[src/rtl/trcf_pkg.sv]
// ----------------------------------------------------------------------------
// trcf_pkg - shared types and constants for the three-ring clock face renderer
// Beat layouts, ring geometry, marker colours and the marker lookup functions.
// ----------------------------------------------------------------------------
package trcf_pkg;

	// ring geometry, in LED positions along the chain
	localparam logic [6:0] OUTER_SIZE  = 7'd60;
	localparam logic [6:0] MIDDLE_SIZE = 7'd24;
	localparam logic [6:0] INNER_SIZE  = 7'd12;
	localparam logic [6:0] MIDDLE_BASE = OUTER_SIZE;
	localparam logic [6:0] INNER_BASE  = OUTER_SIZE + MIDDLE_SIZE;
	localparam logic [6:0] CHAIN_SIZE  = OUTER_SIZE + MIDDLE_SIZE + INNER_SIZE;

	// colours, 0xRRGGBB
	localparam logic [23:0] COL_HOUR_PEAK = 24'hFF0000;
	localparam logic [23:0] COL_HOUR_NEAR = 24'h440000;
	localparam logic [23:0] COL_HOUR_EDGE = 24'h110000;
	localparam logic [23:0] COL_MIN_PEAK  = 24'h00FF00;
	localparam logic [23:0] COL_MIN_EDGE  = 24'h002200;
	localparam logic [23:0] COL_SECOND    = 24'h0000FF;
	localparam logic [23:0] COL_FAULT     = 24'hFF00FF;
	localparam logic [23:0] COL_DARK      = 24'h000000;

	// one request beat
	typedef struct packed {
		logic       show_second;
		logic       time_valid;
		logic [5:0] second;
		logic [5:0] minute;
		logic [4:0] hour;
		logic [6:0] pixel_index;
	} item_t;

	// one result beat
	typedef struct packed {
		logic        keep_previous;
		logic [23:0] pixel_color;
	} result_t;

	// five-LED hour marker, offset 0 is the trailing edge
	function automatic logic [23:0] hour_marker(input logic [2:0] d);
		logic [23:0] c;
		case (d)
			3'd0: c = COL_HOUR_EDGE;
			3'd1: c = COL_HOUR_NEAR;
			3'd2: c = COL_HOUR_PEAK;
			3'd3: c = COL_HOUR_NEAR;
			3'd4: c = COL_HOUR_EDGE;
			default: c = COL_DARK;
		endcase
		return c;
	endfunction

	// three-LED minute marker
	function automatic logic [23:0] minute_marker(input logic [1:0] d);
		logic [23:0] c;
		case (d)
			2'd0: c = COL_MIN_EDGE;
			2'd1: c = COL_MIN_PEAK;
			2'd2: c = COL_MIN_EDGE;
			default: c = COL_DARK;
		endcase
		return c;
	endfunction

endpackage

[src/rtl/trcf_pixel_logic.sv]
// ----------------------------------------------------------------------------
// trcf_pixel_logic - colour of one LED for a given time of day
// Pure combinational: ring decode, marker offsets modulo the ring, colour OR.
// ----------------------------------------------------------------------------
module trcf_pixel_logic (
	input  trcf_pkg::item_t   item,
	output trcf_pkg::result_t result
);

	logic [3:0] h;
	logic [5:0] m;
	logic [5:0] s;
	logic [5:0] h5;
	logic [6:0] t_hr;
	logic [6:0] d_hr;
	logic [6:0] t_min;
	logic [6:0] d_min;
	logic [6:0] j7;
	logic [5:0] t_mid;
	logic [5:0] d_mid;
	logic [6:0] k7;
	logic [23:0] outer_col;

	always_comb begin
		// hour mod 12 over 0..31
		if (item.hour >= 5'd24)
			h = 4'(item.hour - 5'd24);
		else if (item.hour >= 5'd12)
			h = 4'(item.hour - 5'd12);
		else
			h = 4'(item.hour);

		m = (item.minute >= 6'd60) ? item.minute - 6'd60 : item.minute;
		s = (item.second >= 6'd60) ? item.second - 6'd60 : item.second;

		// hour marker offset: (idx - 5h + 2) mod 60, biased to stay positive
		h5    = {h, 2'b00} + {2'b00, h};
		t_hr  = item.pixel_index + 7'd62 - {1'b0, h5};
		if (t_hr >= 7'd120)
			d_hr = t_hr - 7'd120;
		else if (t_hr >= 7'd60)
			d_hr = t_hr - 7'd60;
		else
			d_hr = t_hr;

		// minute marker offset: (idx - m + 1) mod 60
		t_min = item.pixel_index + 7'd61 - {1'b0, m};
		if (t_min >= 7'd120)
			d_min = t_min - 7'd120;
		else if (t_min >= 7'd60)
			d_min = t_min - 7'd60;
		else
			d_min = t_min;

		outer_col = trcf_pkg::COL_DARK;
		if (d_hr < 7'd5)
			outer_col = outer_col | trcf_pkg::hour_marker(d_hr[2:0]);
		if (d_min < 7'd3)
			outer_col = outer_col | trcf_pkg::minute_marker(d_min[1:0]);
		if (item.show_second && (item.pixel_index == {1'b0, s}))
			outer_col = outer_col | trcf_pkg::COL_SECOND;

		// middle ring offset: (j - 2h + 1) mod 24, biased sum spans 3..48
		j7    = item.pixel_index - trcf_pkg::MIDDLE_BASE;
		t_mid = {1'b0, j7[4:0]} + 6'd25 - {1'b0, h, 1'b0};
		if (t_mid >= 6'd48)
			d_mid = t_mid - 6'd48;
		else if (t_mid >= 6'd24)
			d_mid = t_mid - 6'd24;
		else
			d_mid = t_mid;

		k7 = item.pixel_index - trcf_pkg::INNER_BASE;

		result.pixel_color   = trcf_pkg::COL_DARK;
		result.keep_previous = 1'b0;
		if (item.pixel_index >= trcf_pkg::CHAIN_SIZE) begin
			result.pixel_color = trcf_pkg::COL_DARK;
		end else if (!item.time_valid) begin
			if (item.pixel_index < trcf_pkg::OUTER_SIZE)
				result.pixel_color = trcf_pkg::COL_FAULT;
			else
				result.keep_previous = 1'b1;
		end else if (item.pixel_index < trcf_pkg::OUTER_SIZE) begin
			result.pixel_color = outer_col;
		end else if (item.pixel_index < trcf_pkg::INNER_BASE) begin
			if (d_mid < 6'd2)
				result.pixel_color = trcf_pkg::COL_HOUR_NEAR;
		end else begin
			if (k7[3:0] == h)
				result.pixel_color = trcf_pkg::COL_HOUR_EDGE;
		end
	end

endmodule

[src/rtl/three_ring_clock_face_renderer.sv]
// ----------------------------------------------------------------------------
// three_ring_clock_face_renderer - LED colour for a 60/24/12 ring clock face
// Registered request, single-pass colour logic, registered result beat.
// ----------------------------------------------------------------------------
// Usage:
//  - Slave stream (s_axis_*) takes one request beat per LED: the LED index in
//    the 96-LED chain and the time of day, with the time-valid and
//    show-seconds flags in tuser.
//  - Master stream (m_axis_*) returns one beat per request, in order: the
//    0xRRGGBB colour in tdata and the keep-previous flag in tuser.
//  - One input register, then the colour logic into the result register;
//    m_axis_tvalid rises when the result register loads the beat.
//  - Throughput is one beat per cycle while m_axis_tready stays high; each
//    beat is independent of the rest.
//  - While the receiver stalls the result register holds and the input
//    register fills behind it; s_axis_tready drops only when both are full.
//    Ready propagates combinationally backwards through the two stages.
//  - Reset (arst_n low) empties both stages at once; no beat is in flight
//    afterwards and the block is ready straight away. No clearing pass.
//  - Invalid time paints the outer ring magenta and asks the middle and inner
//    rings to keep their previous colour (pixel_color then reads zero).
//  - Indices beyond the chain give a dark colour.
// ----------------------------------------------------------------------------
module three_ring_clock_face_renderer (
	input  logic        clk,
	input  logic        arst_n,

	input  logic        s_axis_tvalid,
	output logic        s_axis_tready,
	// tdata, from bit 0: pixel_index[6:0], hour[4:0], minute[5:0], second[5:0]
	input  logic [23:0] s_axis_tdata,
	// tuser, from bit 0: time_valid, show_second
	input  logic [1:0]  s_axis_tuser,

	output logic        m_axis_tvalid,
	input  logic        m_axis_tready,
	// tdata, from bit 0: pixel_color[23:0]
	output logic [23:0] m_axis_tdata,
	// tuser, from bit 0: keep_previous
	output logic [0:0]  m_axis_tuser
);

	trcf_pkg::item_t   item_in;
	trcf_pkg::item_t   item_s1;
	trcf_pkg::result_t res_comb;
	trcf_pkg::result_t res_s2;
	logic              valid_s1;
	logic              valid_s2;
	logic              adv_s2;
	logic              load_s1;

	// unpack the request beat
	assign item_in.pixel_index = s_axis_tdata[6:0];
	assign item_in.hour        = s_axis_tdata[11:7];
	assign item_in.minute      = s_axis_tdata[17:12];
	assign item_in.second      = s_axis_tdata[23:18];
	assign item_in.time_valid  = s_axis_tuser[0];
	assign item_in.show_second = s_axis_tuser[1];

	// result stage moves when empty or when its beat is taken
	assign adv_s2        = !valid_s2 || m_axis_tready;
	// input stage can take a beat when empty or when it hands over
	assign s_axis_tready = !valid_s1 || adv_s2;
	assign load_s1       = s_axis_tvalid && s_axis_tready;

	always_ff @(posedge clk or negedge arst_n) begin
		if (!arst_n) begin
			valid_s1 <= 1'b0;
			valid_s2 <= 1'b0;
		end else begin
			if (s_axis_tready)
				valid_s1 <= s_axis_tvalid;
			if (adv_s2)
				valid_s2 <= valid_s1;
		end
	end

	// payload registers, no reset
	always_ff @(posedge clk) begin
		if (load_s1)
			item_s1 <= item_in;
		if (adv_s2 && valid_s1)
			res_s2 <= res_comb;
	end

	trcf_pixel_logic u_pixel (
		.item   (item_s1),
		.result (res_comb)
	);

	assign m_axis_tvalid   = valid_s2;
	assign m_axis_tdata    = res_s2.pixel_color;
	assign m_axis_tuser[0] = res_s2.keep_previous;

`ifndef SYNTHESIS
	// a taking receiver always frees room for a new request
	a_ready_when_drained: assert property (@(posedge clk) disable iff (!arst_n)
		m_axis_tready |-> s_axis_tready)
		else $error("input not ready although output is being drained");

	// keep-previous beats carry a dark colour
	a_keep_dark: assert property (@(posedge clk) disable iff (!arst_n)
		m_axis_tvalid && m_axis_tuser[0] |-> m_axis_tdata == trcf_pkg::COL_DARK)
		else $error("keep_previous beat with non-zero colour");

	// beyond the chain: dark and no keep
	a_beyond_chain: assert property (@(posedge clk) disable iff (!arst_n)
		valid_s1 && adv_s2 && (item_s1.pixel_index >= trcf_pkg::CHAIN_SIZE)
		|=> m_axis_tvalid && m_axis_tdata == trcf_pkg::COL_DARK && !m_axis_tuser[0])
		else $error("index beyond chain not rendered dark");

	// fault display on the outer ring
	a_outer_fault: assert property (@(posedge clk) disable iff (!arst_n)
		valid_s1 && adv_s2 && !item_s1.time_valid
		&& (item_s1.pixel_index < trcf_pkg::OUTER_SIZE)
		|=> m_axis_tdata == trcf_pkg::COL_FAULT && !m_axis_tuser[0])
		else $error("outer ring fault colour missing");
`endif

endmodule
[config.mk]
export PLATFORM = sky130hd
export DESIGN_NAME = three_ring_clock_face_renderer
export DESIGN_NICKNAME = d
export VERILOG_FILES = /design/src/rtl/trcf_pkg.sv /design/src/rtl/trcf_pixel_logic.sv /design/src/rtl/three_ring_clock_face_renderer.sv
export SDC_FILE = /design/constraint.sdc
export NUM_CORES = 1
export LEC_CHECK = 0
export BUFFER_PORTS_ARGS = -buffer_cell sky130_fd_sc_hd__buf_2
export CAP_MARGIN = 30
export CORE_ASPECT_RATIO = 0.8
export CORE_UTILIZATION = 57
export DETAILED_ROUTE_END_ITERATION = 10
export PLACE_DENSITY = 0.81
export SLEW_MARGIN = 25
export SYNTH_ARGS = -nofsm -noshare
export SYNTH_HDL_FRONTEND = slang
export SYNTH_SLANG_ARGS = --single-unit
[constraint.sdc]
create_clock -name clk -period 6.4 [get_ports clk]
set_input_delay 0.32 -clock clk [delete_from_list [all_inputs] [get_ports clk]]
set_output_delay 0.32 -clock clk [all_outputs]
set_load 0.01 [all_outputs]
==> flow_summary.toml <==
[status]
outcome = "finished with violations"
violations = "design-rule violations"

[logic_synthesis]
ys_seq_area_share_pct = 33.2
netlist_instances = 312
yosysMostFrequentCell = "ha_1"
ys_warn_count = 0
ys_types = 56
syn_nets = 391
synth.cell_area_um2 = 3130
synth.area.top_cells = "edfxtp_1 (32%), ha_1 (18%), xnor2_1 (5.3%)"
synthArstFlopShare_pct = 5.71
ys_top_cells_by_count = "ha_1 (45), inv_1 (44), edfxtp_1 (33)"
ys_seq_elements = 35
synth_top_cell_by_area = "edfxtp_1"
post-synth-top-area-fraction_pct = 31.6
dominantRegCellSynth = "edfxtp_1"
synth_area_per_cell_um2 = 10.0
synth_edf_count = 33

[final_layout]
final_net_count = 432
final_area_um2 = 3470
syn_to_final_growth_pct = 10.7
diodes = 0
fill_cells = 390
seqCellArea_um2 = 1040
drive_gt1_share_pct = 21.8
multi_input_area_um2 = 1770

[power]
p_seq_share_pct = 28.2
pwr-share-comb_pct = 52.1
clkPwrFrac_pct = 19.7
ir_drop_v = 0.000150
p_int_uw = 620
p_sw_share_pct = 39.2
p_leak_nw = 1.60
cellPowerDensity_nw_per_um2 = 294
switching_power_uw = 399

[sta]
finClkSkew_ps = 7.12
timing.final.crit_share_pct = 90.1
setup_violations = 0
maxSlewViolCount = 0
max_slew_margin_pct = 68.9
fin_tns_setup_ps = 0
hold_viol_final = 0
finalCriticalPeriod_ps = 5770
max_freq_mhz = 173
rsz0062_at_grt = "no"
worst_pin_slew_ps = 464

[clocking]
cts_tree = "built"
root_buffer = "clkbuf_8"
htreeDepth = 2
clkSlewWorstSetupHoldPaths_ps = 80
clkLatencyLatePin_ps = 290
clockBufferDepth = 2
cts.sinks = 35
cts_buffers = 5
post_cts_buffers = 0

[detailed_routing]
wl_um = 5840
dr_total_vias = 2328
firstDrtPassIters = 10
drt_iter0_markers = 137
wl_per_cell_um = 14.0
ant_nets = 0
viasPerCell = 5.60
route.detailed.drc = 7

[setup_path]
cp-start-kind = "flop"
cp_slowest_cell = "fa_1"
cp_top_family = "adder cells"
endpoint_kind = "flop"
r2r_slack_ps = 630
critPathBufInv = 5
slowest_delay_ps = 470
cp.required_ps = 6500
crit_fanout = 7
path_class = "reg2reg"
arrival_ps = 5860

[global_route]
grtUsageMet2_pct = 39.0
grt_max_degree = 19
grt_pass1_vias = 2166
grt_pass1_wl_um = 9400
antenna_found_initial = 0
grt-ovfl-total = 0
busiest_layer = "met2"
met3_usage_pct = 4.34
track_usage_pct = 21.3
met1_usage_pct = 25.9

[placed_design]
place_hpwl_um = 4690
port_buffers = 56
place.gp.congestion = 0.817
placed_area_um2 = 3340

[die]
rows = 23
core-area_um2 = 5150
fp.dieH_um = 68.3
ios = 57
die_area_um2 = 5800
dieWidth_um = 84.9
start_util_pct = 60.8

[min_path]
hold_class = "in2reg"

[flow_run]
drv_cap = 0
-- metal layers --
| layer | wire length (um) | share of wire (%) | vias up |
|---|---|---|---|
| li1 | - | - | 1169 |
| met1 | 2690 | 46 | 1064 |
| met2 | 2800 | 48 | 87 |
| met3 | 287 | 4.9 | 8 |
| met4 | 59 | 1.0 | 0 |
| met5 | 0 | 0 | - |
-- flip-flops by register name, indices dropped and copies added, names as in the netlist --
name           cells
valid_s1           1
m_axis_tdata       6
item_s1           26
m_axis_tvalid      1
m_axis_tuser       1
-- logic make-up (layout without fill, tap and decap cells) --
logic type,count (synthesis),in the layout,synth area share (%)
AOI/OAI and AO/OA,58,58,13.3
xor gates and xnor gates,29,29,8.79
adders and majority gates,49,49,20.5
buffers and inverters,68,110,10.3
DFF,35,35,33.2
muxes,6,6,1.96
and+or+nand+nor,67,67,11.9
-- layout make-up --
cell class              instances  share of cell area (%)
flip-flops and latches         35                    30.0
clock buffers                   5                    1.98
multi-input cells             209                    51.0
repair buffers                 58                    8.69
inverters                      44                    4.76
clock inverters                 3                    1.37
well taps                      62                    2.24
-- timing repair --
| action | 4_1_cts | 5_1_grt |
|---|---|---|
| hold endpoints to repair | 2 | 0 |
| resized for setup | 0 | 0 |
| hold buffers | 1 | 0 |
-- metrics by stage --
step | power [mW] | utilization [%] | hold WS [ps] | std cells | worst slack [ps]
6_report | 1.02 | 67.4 | 197 | 416 | 632
5_1_grt | 1.09 | 67.4 | 182 | 416 | 184
4_1_cts | 1.02 | 67.4 | 193 | 416 | 655
3_3_place_gp | 0.792 | 64.7 | 107 | 406 | 1060
3_5_place_dp | 0.812 | 64.9 | 108 | 407 | 731
2_1_floorplan | 0.713 | - | 24.4 | 312 | 1340
-- worst paths after layout --
path | start | end | cells after the start
worst min register to register | valid_s1 | m_axis_tvalid | 1
min in group asynchronous | arst_n | m_axis_tvalid | 2
worst max-delay path | item_s1[9] | m_axis_tdata[21] | 25
worst min-delay path | s_axis_tdata[19] | item_s1[19] | 1
max in group asynchronous | arst_n | valid_s1 | 2
worst max register to register | item_s1[9] | m_axis_tdata[21] | 25
-- layout by cell type, fill, tap and decap left out, types with 4 or more instances in the layout --
cell,netlist,layout
a21o_1,4,4
a21oi_1,11,11
a31oi_1,4,4
buf_2,1,56
clkbuf_8,0,5
edfxtp_1,33,33
fa_1,4,4
ha_1,45,45
inv_1,44,44
mux2i_1,5,5
nand2_1,12,12
nand2b_1,5,5
nand3_1,5,5
nand4_1,7,7
nor2_1,12,12
nor3b_1,5,5
o21ai_0,11,11
xnor2_1,19,19
xor2_1,8,8
-- power by group through the flow --
stage | clock (mW) | combinational (mW) | sequential (mW)
2_1_floorplan | 0 | 0.425 | 0.288
3_3_place_gp | 0 | 0.501 | 0.291
3_5_place_dp | 0 | 0.520 | 0.292
4_1_cts | 0.204 | 0.527 | 0.287
5_1_grt | 0.215 | 0.591 | 0.289
6_report | 0.201 | 0.532 | 0.287
(Power assumes the default switching activity.)
